`src/design/ibs_pkg.sv`:
```
// ----------------------------------------------------------------------------
// Incremental bounding sphere package
// Widths of the fixed-point datapath and the control word of the shared
// multiply-accumulate unit.
// ----------------------------------------------------------------------------
package ibs_pkg;

  // Field widths of the transfers.
  localparam int unsigned COORD_W      = 32;
  localparam int unsigned DIAM_W       = 32;
  localparam int unsigned DIMS_DEFAULT = 2;

  // Magnitude of a coordinate difference.
  localparam int unsigned MAG_W   = COORD_W + 1;
  // Shared multiplier: full A operand times one half of the B operand.
  localparam int unsigned MUL_A_W = 36;
  localparam int unsigned MUL_B_W = MUL_A_W / 2;
  localparam int unsigned ACC_W   = 2 * MUL_A_W;
  // Squared distance, its root and the scaling division.
  localparam int unsigned RAD_W   = 2 * MAG_W;
  localparam int unsigned ROOT_W  = RAD_W / 2 + 1;
  localparam int unsigned NUM_W   = 2 * ROOT_W;
  localparam int unsigned DEN_W   = ROOT_W + 2;
  localparam int unsigned QUO_W   = COORD_W;

  // Control of the multiply-accumulate unit.
  typedef struct packed {
    logic en;
    logic clear;
    logic upper;
  } mac_ctl_t;

endpackage

```
`src/design/ibs_if.sv`:
```
// ----------------------------------------------------------------------------
// Incremental bounding sphere channels
// Point input channel and ball result channel, valid/ready handshake.
// ----------------------------------------------------------------------------
interface ibs_in_if;
  import ibs_pkg::*;

  logic                      valid;
  logic                      ready;
  logic                      operation;
  logic signed [COORD_W-1:0] coord_x;
  logic signed [COORD_W-1:0] coord_y;
  logic signed [COORD_W-1:0] coord_z;
  logic        [DIAM_W-1:0]  seed_diameter;

  modport source (output valid, operation, coord_x, coord_y, coord_z, seed_diameter,
                  input ready);
  modport sink (input valid, operation, coord_x, coord_y, coord_z, seed_diameter,
                output ready);
endinterface

interface ibs_out_if;
  import ibs_pkg::*;

  logic                      valid;
  logic                      ready;
  logic signed [COORD_W-1:0] center_x;
  logic signed [COORD_W-1:0] center_y;
  logic signed [COORD_W-1:0] center_z;
  logic        [DIAM_W-1:0]  ball_diameter;
  logic                      grew;

  modport source (output valid, center_x, center_y, center_z, ball_diameter, grew,
                  input ready);
  modport sink (input valid, center_x, center_y, center_z, ball_diameter, grew,
                output ready);
endinterface

```
`src/design/ibs_mac.sv`:
```
// ----------------------------------------------------------------------------
// Shared multiply-accumulate unit
// Multiplies the A operand by one half of the B operand per cycle and, while
// enabled, adds the shifted partial product into a wide accumulator or, on clear, loads it.
// ----------------------------------------------------------------------------
module ibs_mac (
  input  logic                               clk_i,
  input  logic                               rst_ni,
  input  ibs_pkg::mac_ctl_t                  ctl_i,
  input  logic [ibs_pkg::MUL_A_W-1:0]        a_i,
  input  logic [ibs_pkg::MUL_A_W-1:0]        b_i,
  output logic [ibs_pkg::ACC_W-1:0]          acc_o
);
  import ibs_pkg::*;

  logic [MUL_B_W-1:0]         b_half;
  logic [MUL_A_W+MUL_B_W-1:0] prod;
  logic [ACC_W-1:0]           term;
  logic [ACC_W-1:0]           acc_d, acc_q;

  // Partial product of the selected half, aligned to its weight.
  always_comb begin
    b_half = ctl_i.upper ? b_i[MUL_A_W-1:MUL_B_W] : b_i[MUL_B_W-1:0];
    prod   = a_i * b_half;
    term   = ctl_i.upper ? (ACC_W'(prod) << MUL_B_W) : ACC_W'(prod);
    acc_d  = ctl_i.clear ? term : acc_q + term;
  end

  always_ff @(posedge clk_i or negedge rst_ni) begin
    if (!rst_ni) begin
      acc_q <= '0;
    end else if (ctl_i.en) begin
      acc_q <= acc_d;
    end
  end

  assign acc_o = acc_q;

endmodule

```
`src/design/ibs_sqrt.sv`:
```
// ----------------------------------------------------------------------------
// Iterative integer square root
// Digit-by-digit root, one result bit per cycle, floor of the exact root.
// ----------------------------------------------------------------------------
module ibs_sqrt (
  input  logic                        clk_i,
  input  logic                        rst_ni,
  input  logic                        start_i,
  input  logic [ibs_pkg::RAD_W-1:0]   rad_i,
  output logic                        done_o,
  output logic [ibs_pkg::ROOT_W-1:0]  root_o
);
  import ibs_pkg::*;

  localparam int unsigned CNT_W = $clog2(ROOT_W);
  localparam int unsigned REM_W = ROOT_W + 2;
  localparam int unsigned SH_W  = REM_W + 2;

  logic              run_q, done_q;
  logic [CNT_W-1:0]  cnt_q;
  logic [NUM_W-1:0]  rad_q;
  logic [REM_W-1:0]  rem_q;
  logic [ROOT_W-1:0] root_q;
  logic [SH_W-1:0]   rem_sh, trial, rem_sub;
  logic              ge;

  // Bring down two radicand bits and try the next root bit.
  always_comb begin
    rem_sh  = {rem_q, rad_q[NUM_W-1 -: 2]};
    trial   = SH_W'({root_q, 2'b01});
    ge      = rem_sh >= trial;
    rem_sub = rem_sh - trial;
  end

  always_ff @(posedge clk_i or negedge rst_ni) begin
    if (!rst_ni) begin
      run_q  <= 1'b0;
      done_q <= 1'b0;
      cnt_q  <= '0;
    end else begin
      done_q <= 1'b0;
      if (start_i) begin
        run_q <= 1'b1;
        cnt_q <= CNT_W'(ROOT_W - 1);
      end else if (run_q) begin
        cnt_q <= cnt_q - 1'b1;
        if (cnt_q == '0) begin
          run_q  <= 1'b0;
          done_q <= 1'b1;
        end
      end
    end
  end

  // Datapath registers.
  always_ff @(posedge clk_i) begin
    if (start_i) begin
      rad_q  <= NUM_W'(rad_i);
      rem_q  <= '0;
      root_q <= '0;
    end else if (run_q) begin
      rad_q  <= rad_q << 2;
      rem_q  <= ge ? rem_sub[REM_W-1:0] : rem_sh[REM_W-1:0];
      root_q <= {root_q[ROOT_W-2:0], ge};
    end
  end

  assign done_o = done_q;
  assign root_o = root_q;

endmodule

```
`src/design/ibs_div.sv`:
```
// ----------------------------------------------------------------------------
// Iterative restoring divider
// Divides a wide numerator by a denominator, one quotient bit per cycle.
// The quotient is known to fit in QUO_W bits.
// ----------------------------------------------------------------------------
module ibs_div (
  input  logic                        clk_i,
  input  logic                        rst_ni,
  input  logic                        start_i,
  input  logic [ibs_pkg::NUM_W-1:0]   num_i,
  input  logic [ibs_pkg::DEN_W-1:0]   den_i,
  output logic                        done_o,
  output logic [ibs_pkg::QUO_W-1:0]   quo_o
);
  import ibs_pkg::*;

  localparam int unsigned CNT_W = $clog2(QUO_W);

  logic             run_q, done_q;
  logic [CNT_W-1:0] cnt_q;
  logic [DEN_W-1:0] rem_q, den_q;
  logic [QUO_W-1:0] sh_q;
  logic [DEN_W:0]   t, t_sub;
  logic             ge;

  // Shift one numerator bit into the remainder and compare.
  always_comb begin
    t     = {rem_q, sh_q[QUO_W-1]};
    ge    = t >= {1'b0, den_q};
    t_sub = t - {1'b0, den_q};
  end

  always_ff @(posedge clk_i or negedge rst_ni) begin
    if (!rst_ni) begin
      run_q  <= 1'b0;
      done_q <= 1'b0;
      cnt_q  <= '0;
    end else begin
      done_q <= 1'b0;
      if (start_i) begin
        run_q <= 1'b1;
        cnt_q <= CNT_W'(QUO_W - 1);
      end else if (run_q) begin
        cnt_q <= cnt_q - 1'b1;
        if (cnt_q == '0) begin
          run_q  <= 1'b0;
          done_q <= 1'b1;
        end
      end
    end
  end

  // Remainder and numerator/quotient shift register.
  always_ff @(posedge clk_i) begin
    if (start_i) begin
      rem_q <= num_i[NUM_W-1:QUO_W];
      sh_q  <= num_i[QUO_W-1:0];
      den_q <= den_i;
    end else if (run_q) begin
      rem_q <= ge ? t_sub[DEN_W-1:0] : t[DEN_W-1:0];
      sh_q  <= {sh_q[QUO_W-2:0], ge};
    end
  end

  assign done_o = done_q;
  assign quo_o  = sh_q;

endmodule

```
`src/design/incremental_bounding_sphere_core.sv`:
```
// Sequence: a seed passes the start and finish steps; an extend first squares the
// diameter and the distance and compares them, and one that grows the ball then
// runs the root unit (34 root steps) and the divider (32 steps per coordinate).
// Throughput: one item at a time; the next input transfer is taken once the
// result is handed to the output register. Reset clears the ball to center zero
// and diameter zero; no clearing pass is needed.
// ----------------------------------------------------------------------------
// Incremental bounding sphere core
// Keeps a running bounding ball and grows it Ritter-style for each point that
// lies outside, using one shared multiplier, a root unit and a divider.
// ----------------------------------------------------------------------------
module incremental_bounding_sphere_core #(
  parameter int unsigned DIMS = ibs_pkg::DIMS_DEFAULT
) (
  input  logic      clk_i,
  input  logic      rst_ni,
  ibs_in_if.sink    in_i,
  ibs_out_if.source out_o
);
  import ibs_pkg::*;

  localparam int unsigned DIM_W = (DIMS > 1) ? $clog2(DIMS) : 1;

  typedef enum logic [10:0] {
    S_IDLE  = 11'b000_0000_0001,
    S_START = 11'b000_0000_0010,
    S_DD    = 11'b000_0000_0100,
    S_SQ    = 11'b000_0000_1000,
    S_CMP   = 11'b000_0001_0000,
    S_SQRT  = 11'b000_0010_0000,
    S_SCALE = 11'b000_0100_0000,
    S_PM    = 11'b000_1000_0000,
    S_DIV   = 11'b001_0000_0000,
    S_MOVE  = 11'b010_0000_0000,
    S_FIN   = 11'b100_0000_0000
  } state_e;

  state_e state_q;

  // Item latched at the input transfer.
  logic              item_op_q;
  logic [COORD_W-1:0] item_c_q [3];
  logic [DIAM_W-1:0] item_sd_q;

  // Ball state and per-item working registers.
  logic [COORD_W-1:0] center_q [DIMS];
  logic [DIAM_W-1:0]  diam_q;
  logic               neg_q [DIMS];
  logic [MAG_W-1:0]   mag_q [DIMS];
  logic [2*DIAM_W-1:0] dd_q;
  logic [ROOT_W-1:0]  dist_q;
  logic [ROOT_W:0]    m_q;
  logic [DEN_W-1:0]   den_q;
  logic [DIM_W-1:0]   dim_q;
  logic               half_q;
  logic               grew_q;

  // Output register.
  logic               out_valid_q;
  logic [COORD_W-1:0] out_cx_q, out_cy_q, out_cz_q;
  logic [DIAM_W-1:0]  out_d_q;
  logic               out_grew_q;

  // Units.
  mac_ctl_t           mac_ctl;
  logic [MUL_A_W-1:0] mac_a, mac_b;
  logic [ACC_W-1:0]   acc;
  logic               sq_start, sq_done;
  logic [ROOT_W-1:0]  root;
  logic               div_start, div_done;
  logic [QUO_W-1:0]   quo;

  logic               in_xfer, out_free, dim_last, outside;
  logic [MAG_W-1:0]   dif [DIMS];
  logic [ROOT_W:0]    dist2, m_new;
  logic [ROOT_W+1:0]  dsum;
  logic [ROOT_W:0]    nd;
  logic [MAG_W-1:0]   qc;

  assign in_xfer  = in_i.valid && in_i.ready;
  assign out_free = !out_valid_q || out_o.ready;
  assign dim_last = dim_q == DIM_W'(DIMS - 1);
  assign outside  = {acc[RAD_W-1:0], 2'b00} > (RAD_W + 2)'(dd_q);

  // Coordinate differences and their magnitudes.
  always_comb begin
    for (int i = 0; i < DIMS; i++) begin
      dif[i] = {item_c_q[i][COORD_W-1], item_c_q[i]} - {center_q[i][COORD_W-1], center_q[i]};
    end
  end

  // Growth terms from the floored root.
  always_comb begin
    dist2 = {dist_q, 1'b0};
    dsum  = (ROOT_W + 2)'(diam_q) + (ROOT_W + 2)'(dist2);
    nd    = dsum[ROOT_W+1:1];
    m_new = (dist2 > (ROOT_W + 1)'(diam_q)) ? dist2 - (ROOT_W + 1)'(diam_q) : '0;
    qc    = (MAG_W'(quo) > mag_q[dim_q]) ? mag_q[dim_q] : MAG_W'(quo);
  end

  // Operand selection for the shared multiplier.
  always_comb begin
    mac_ctl.en    = (state_q == S_DD) || (state_q == S_SQ) || (state_q == S_PM);
    mac_ctl.upper = half_q;
    mac_ctl.clear = !half_q && ((state_q == S_DD) || (state_q == S_PM) ||
                                ((state_q == S_SQ) && (dim_q == '0)));
    mac_a = MUL_A_W'(mag_q[dim_q]);
    mac_b = MUL_A_W'(mag_q[dim_q]);
    unique case (state_q)
      S_DD: begin
        mac_a = MUL_A_W'(diam_q);
        mac_b = MUL_A_W'(diam_q);
      end
      S_PM: begin
        mac_b = MUL_A_W'(m_q);
      end
      default: begin
      end
    endcase
  end

  assign sq_start  = (state_q == S_CMP) && outside;
  assign div_start = (state_q == S_DIV) && !half_q;

  ibs_mac u_mac (
    .clk_i  (clk_i),
    .rst_ni (rst_ni),
    .ctl_i  (mac_ctl),
    .a_i    (mac_a),
    .b_i    (mac_b),
    .acc_o  (acc)
  );

  ibs_sqrt u_sqrt (
    .clk_i   (clk_i),
    .rst_ni  (rst_ni),
    .start_i (sq_start),
    .rad_i   (acc[RAD_W-1:0]),
    .done_o  (sq_done),
    .root_o  (root)
  );

  ibs_div u_div (
    .clk_i   (clk_i),
    .rst_ni  (rst_ni),
    .start_i (div_start),
    .num_i   (acc[NUM_W-1:0]),
    .den_i   (den_q),
    .done_o  (div_done),
    .quo_o   (quo)
  );

  // Input item capture.
  always_ff @(posedge clk_i) begin
    if (in_xfer) begin
      item_op_q   <= in_i.operation;
      item_c_q[0] <= in_i.coord_x;
      item_c_q[1] <= in_i.coord_y;
      item_c_q[2] <= in_i.coord_z;
      item_sd_q   <= in_i.seed_diameter;
    end
  end

  // Sequencer and ball state.
  always_ff @(posedge clk_i or negedge rst_ni) begin
    if (!rst_ni) begin
      state_q <= S_IDLE;
      diam_q  <= '0;
      dim_q   <= '0;
      half_q  <= 1'b0;
      grew_q  <= 1'b0;
      for (int i = 0; i < DIMS; i++) begin
        center_q[i] <= '0;
      end
    end else begin
      unique case (state_q)
        S_IDLE: begin
          if (in_xfer) begin
            state_q <= S_START;
          end
        end
        S_START: begin
          grew_q <= 1'b0;
          dim_q  <= '0;
          half_q <= 1'b0;
          if (!item_op_q) begin
            for (int i = 0; i < DIMS; i++) begin
              center_q[i] <= item_c_q[i];
            end
            diam_q  <= item_sd_q;
            state_q <= S_FIN;
          end else begin
            state_q <= S_DD;
          end
        end
        S_DD: begin
          half_q <= !half_q;
          if (half_q) begin
            state_q <= S_SQ;
          end
        end
        S_SQ: begin
          half_q <= !half_q;
          if (half_q) begin
            if (dim_last) begin
              dim_q   <= '0;
              state_q <= S_CMP;
            end else begin
              dim_q <= dim_q + 1'b1;
            end
          end
        end
        S_CMP: begin
          state_q <= outside ? S_SQRT : S_FIN;
        end
        S_SQRT: begin
          if (sq_done) begin
            state_q <= S_SCALE;
          end
        end
        S_SCALE: begin
          grew_q  <= 1'b1;
          diam_q  <= (nd[ROOT_W:DIAM_W] != '0) ? '1 : nd[DIAM_W-1:0];
          dim_q   <= '0;
          half_q  <= 1'b0;
          state_q <= ((m_new != '0) && (dist_q != '0)) ? S_PM : S_FIN;
        end
        S_PM: begin
          half_q <= !half_q;
          if (half_q) begin
            state_q <= S_DIV;
          end
        end
        S_DIV: begin
          half_q <= 1'b1;
          if (div_done) begin
            state_q <= S_MOVE;
          end
        end
        S_MOVE: begin
          center_q[dim_q] <= neg_q[dim_q] ? center_q[dim_q] - qc[COORD_W-1:0]
                                          : center_q[dim_q] + qc[COORD_W-1:0];
          half_q <= 1'b0;
          if (dim_last) begin
            state_q <= S_FIN;
          end else begin
            dim_q   <= dim_q + 1'b1;
            state_q <= S_PM;
          end
        end
        S_FIN: begin
          if (out_free) begin
            state_q <= S_IDLE;
          end
        end
        default: begin
          state_q <= S_IDLE;
        end
      endcase
    end
  end

  // Working registers of the extend path.
  always_ff @(posedge clk_i) begin
    if (state_q == S_START) begin
      for (int i = 0; i < DIMS; i++) begin
        neg_q[i] <= dif[i][MAG_W-1];
        mag_q[i] <= dif[i][MAG_W-1] ? (~dif[i] + 1'b1) : dif[i];
      end
    end
    if ((state_q == S_SQ) && (dim_q == '0) && !half_q) begin
      dd_q <= acc[2*DIAM_W-1:0];
    end
    if (sq_done) begin
      dist_q <= root;
    end
    if (state_q == S_SCALE) begin
      m_q   <= m_new;
      den_q <= {dist_q, 2'b00};
    end
  end

  // Output register.
  always_ff @(posedge clk_i or negedge rst_ni) begin
    if (!rst_ni) begin
      out_valid_q <= 1'b0;
    end else if ((state_q == S_FIN) && out_free) begin
      out_valid_q <= 1'b1;
    end else if (out_o.ready) begin
      out_valid_q <= 1'b0;
    end
  end

  always_ff @(posedge clk_i) begin
    if ((state_q == S_FIN) && out_free) begin
      out_cx_q   <= center_q[0];
      out_cy_q   <= center_q[1];
      out_d_q    <= diam_q;
      out_grew_q <= grew_q;
    end
  end

  // Third coordinate only exists for three-dimensional balls.
  if (DIMS > 2) begin : g_z
    always_ff @(posedge clk_i) begin
      if ((state_q == S_FIN) && out_free) begin
        out_cz_q <= center_q[2];
      end
    end
  end else begin : g_no_z
    assign out_cz_q = '0;
  end

  assign in_i.ready          = state_q == S_IDLE;
  assign out_o.valid         = out_valid_q;
  assign out_o.center_x      = out_cx_q;
  assign out_o.center_y      = out_cy_q;
  assign out_o.center_z      = out_cz_q;
  assign out_o.ball_diameter = out_d_q;
  assign out_o.grew          = out_grew_q;

  // The block stays busy after taking an item.
  a_busy_after_xfer: assert property (@(posedge clk_i) disable iff (!rst_ni)
    in_xfer |=> !in_i.ready)
    else $error("input taken while an item is in progress");

  // A new result appears only from the finish step.
  a_result_from_fin: assert property (@(posedge clk_i) disable iff (!rst_ni)
    $rose(out_valid_q) |-> $past(state_q == S_FIN))
    else $error("result raised outside the finish step");

  // Units report completion only while the sequencer waits for them.
  a_sqrt_done_state: assert property (@(posedge clk_i) disable iff (!rst_ni)
    sq_done |-> (state_q == S_SQRT))
    else $error("root finished outside its wait step");

  a_div_done_state: assert property (@(posedge clk_i) disable iff (!rst_ni)
    div_done |-> (state_q == S_DIV))
    else $error("division finished outside its wait step");

  // The diameter holds while no item is in progress.
  a_idle_stable: assert property (@(posedge clk_i) disable iff (!rst_ni)
    (state_q == S_IDLE) |=> $stable(diam_q))
    else $error("diameter changed while idle");

endmodule
```
`src/flat_wrapper.sv`:
```
// flat-port wrapper written by rule: the top's interface ports become plain ports
module incremental_bounding_sphere_core_flat import ibs_pkg::*;
#(
  parameter int unsigned DIMS = ibs_pkg::DIMS_DEFAULT
)
  (clk_i, rst_ni, in_i_valid, in_i_operation, in_i_coord_x, in_i_coord_y, in_i_coord_z, in_i_seed_diameter, in_i_ready, out_o_valid, out_o_center_x, out_o_center_y, out_o_center_z, out_o_ball_diameter, out_o_grew, out_o_ready);
  ibs_in_if in_i_i ();
  ibs_out_if out_o_i ();
  input  logic clk_i;
  input  logic rst_ni;
  input wire logic [$bits(in_i_i.valid)-1:0] in_i_valid;
  input wire logic [$bits(in_i_i.operation)-1:0] in_i_operation;
  input wire logic [$bits(in_i_i.coord_x)-1:0] in_i_coord_x;
  input wire logic [$bits(in_i_i.coord_y)-1:0] in_i_coord_y;
  input wire logic [$bits(in_i_i.coord_z)-1:0] in_i_coord_z;
  input wire logic [$bits(in_i_i.seed_diameter)-1:0] in_i_seed_diameter;
  output wire logic [$bits(in_i_i.ready)-1:0] in_i_ready;
  output wire logic [$bits(out_o_i.valid)-1:0] out_o_valid;
  output wire logic [$bits(out_o_i.center_x)-1:0] out_o_center_x;
  output wire logic [$bits(out_o_i.center_y)-1:0] out_o_center_y;
  output wire logic [$bits(out_o_i.center_z)-1:0] out_o_center_z;
  output wire logic [$bits(out_o_i.ball_diameter)-1:0] out_o_ball_diameter;
  output wire logic [$bits(out_o_i.grew)-1:0] out_o_grew;
  input wire logic [$bits(out_o_i.ready)-1:0] out_o_ready;
  assign in_i_i.valid = in_i_valid;
  assign in_i_i.operation = in_i_operation;
  assign in_i_i.coord_x = in_i_coord_x;
  assign in_i_i.coord_y = in_i_coord_y;
  assign in_i_i.coord_z = in_i_coord_z;
  assign in_i_i.seed_diameter = in_i_seed_diameter;
  assign in_i_ready = in_i_i.ready;
  assign out_o_valid = out_o_i.valid;
  assign out_o_center_x = out_o_i.center_x;
  assign out_o_center_y = out_o_i.center_y;
  assign out_o_center_z = out_o_i.center_z;
  assign out_o_ball_diameter = out_o_i.ball_diameter;
  assign out_o_grew = out_o_i.grew;
  assign out_o_i.ready = out_o_ready;
  incremental_bounding_sphere_core #(.DIMS(DIMS)) u_core (.clk_i(clk_i), .rst_ni(rst_ni), .in_i(in_i_i), .out_o(out_o_i));
endmodule
```
`config.mk`:
```
export PLATFORM = sky130hd
export DESIGN_NAME = incremental_bounding_sphere_core_flat
export DESIGN_NICKNAME = d
export VERILOG_FILES = /design/src/design/ibs_pkg.sv /design/src/design/ibs_if.sv /design/src/design/ibs_mac.sv /design/src/design/ibs_sqrt.sv /design/src/design/ibs_div.sv /design/src/design/incremental_bounding_sphere_core.sv /design/src/flat_wrapper.sv
export SDC_FILE = /design/constraint.sdc
export NUM_CORES = 2
export LEC_CHECK = 0
export BUFFER_PORTS_ARGS = -buffer_cell sky130_fd_sc_hd__buf_2
export CAP_MARGIN = 40
export CORE_MARGIN = 3
export CORE_UTILIZATION = 40
export CTS_CLUSTER_DIAMETER = 60
export DETAILED_ROUTE_END_ITERATION = 10
export PLACE_DENSITY = 0.52
export SYNTH_ARGS = -nofsm -noshare
export SYNTH_HDL_FRONTEND = slang
export SYNTH_HIERARCHICAL = 1
export SYNTH_SLANG_ARGS = --single-unit
```
`constraint.sdc`:
```
create_clock -name clk_i -period 22 [get_ports clk_i]
set_clock_uncertainty 0.15 [all_clocks]
set_input_delay 1.1 -clock clk_i [delete_from_list [all_inputs] [get_ports clk_i]]
set_output_delay 1.1 -clock clk_i [all_outputs]
set_load 0.005 [all_outputs]
```
==> flow_metrics.tcl <==
set metrics [dict create \
    fp.dieW_um 444 \
    stdcell_area_um2 84900 \
    port_buffers 199 \
    clock_sinks 865 \
    worst-path-stages 42 \
    drive_gt1_share_pct 9.83 \
    syn_inst 8275 \
    fillers 18600 \
    max_stage_delay_ns 0.56 \
    cp-startpoint "u_core/state_q[5]$_DFFE_PN0P_" \
    pin_count 264 \
    post_cts_buffers 0 \
    cp.arrival_ns 13.63 \
    ctsHoldBuffers 0 \
    core_region_area_um2 191000 \
    worst_hold_path_type "in2async" \
    cts_buffers 112 \
    clk_latency_ns 0.84 \
    min_period_over_period_pct 59.7 \
    clockBufferDepth 3 \
    routedWlPerCell_um 24.0 \
    worstMarginPinSlew_ns 1.07 \
    worstPathBufferInverterCount 5 \
    hpwlAfterDp_um 206000 \
    rows 160 \
    setup_viol 0 \
    grt_pass1_vias 61300 \
    globalplace.congestion 0.928 \
    drtAntennaViolNets 0 \
    status "finished, final reports clean" \
    vias 62000 \
    r2r-start "u_core/state_q[5]$_DFFE_PN0P_" \
    crit_family "adder cells" \
    cts_max_level 3 \
    initial_core_util_pct 40.3 \
    hold_viol_final 0 \
    startpoint_type "flip-flop" \
    max-slew-margin-rel_pct 28.0 \
    syn_to_final_growth_pct 10.5 \
    rr_endpoint "u_core/u_mac/acc_o[61]$_DFFE_PN0P_" \
    syn-cell-area_um2 76800 \
    dr.pass1.iters 6 \
    critical_path_class "reg2reg" \
    grt_overflow 0 \
    cp_max_fo 36 \
    dpl_cell_area_um2 81000 \
    cp-end-kind "flip-flop" \
    r2r_slack_ns 8.86 \
    syn_area_per_cell_um2 9.28 \
    fin_nets 9600 \
    rsz0062_at_grt "false" \
    critPathMostFrequentCell "fa_1" \
    fin_crit_ns 13.14 \
    cts_resized 0 \
    drc 0 \
    drt_iter0_drc 5223 \
    tns_ns 0 \
    rr_worst_depth 42 \
    die_h_um 444 \
    finalWirelength_um 264000 \
    antenna_found_initial 7 \
    cts_tree "yes" \
    cts-root-buf "clkbuf_16" \
    grt_use_total_pct 26.4 \
    crit_slowest_cell "fa_1" \
    clk_pin_slew_worst_paths_ns 0.06 \
    yosysWarnings 6 \
    maxCapViolations 0 \
    cp-endpoint "u_core/u_mac/acc_o[61]$_DFFE_PN0P_" \
    grt_pass1_wl_um 396000 \
    cp.required_ns 22.49 \
    grt_max_degree 95 \
    max_freq_ghz 0.0761 \
    slew_violations 0 \
    dieArea_um2 197000 \
    vias_per_cell 5.63 \
]
stage by stage:
stage	utilization [%]	std cells	setup WS, ns	hold slack (ns)
floorplan	-	8328	11.46	0.250
finish	44.5	11000	8.86	0.139
detailed placement	42.5	10800	9.18	0.255
CTS	44.5	11000	9.06	0.120
global route	44.5	11000	8.22	0.154
global placement	42.3	10800	9.08	0.254
how the worst min path moves through the flow:
stage,endpoint,from
after floorplan,u_core/u_div/den_q[10]$_DFFE_PP_,u_core/den_q[10]$_DFFE_PP_
after global placement,u_core/u_div/den_q[5]$_DFFE_PP_,u_core/den_q[5]$_DFFE_PP_
after detailed placement,u_core/u_div/den_q[10]$_DFFE_PP_,u_core/den_q[10]$_DFFE_PP_
after CTS,u_core/center_q[11]$_DFFE_PN0P_,rst_ni
after global routing,u_core/center_q[8]$_DFFE_PN0P_,rst_ni
final,u_core/center_q[6]$_DFFE_PN0P_,rst_ni
cell type report:
type | count | area [µm²] | share of cell area [%]
multi-input combinational | 5998 | 47200 | 55.6
clock buffer | 136 | 2960 | 3.49
sequential | 865 | 24300 | 28.6
timing repair buffer | 361 | 2450 | 2.89
inverter | 1051 | 3950 | 4.65
antenna | 10 | 25.0 | 0.0295
clock inverter | 74 | 845 | 0.995
tap | 2511 | 3140 | 3.70
state kept, by name (all words and copies together), names as in the netlist, 64 cells and up:
| signal | count |
|---|---|
| u_core/center_q | 64 |
| u_core/dd_q | 64 |
| u_core/mag_q | 66 |
| u_core/u_sqrt/rad_q | 68 |
| u_core/item_c_q | 64 |
| u_core/u_mac/acc_o | 68 |
per-layer routing:
| metal | part of all wire [%] | vias to the layer above | global-route usage [%] |
|---|---|---|---|
| li1 | - | 28500 | - |
| met1 | 45 | 30900 | 37.1 |
| met2 | 44 | 2100 | 41.1 |
| met3 | 6.8 | 405 | 4.47 |
| met4 | 4.1 | 4 | 9.59 |
| met5 | 0.0091 | - | 0 |
cell usage in the layout, fill, tap and decap left out, drive strengths merged, types with 177 or more instances in the layout:
master,instances
mux2,177
nand2,957
edfxtp,599
xnor2,264
buf,357
dfrtp,193
fa,551
and2,234
o21ai,396
ha,527
nor2,548
a21oi,592
inv,1071
Power is not shown: default switching activity piles up to over one toggle a cycle in this logic, so the estimate is an artifact.
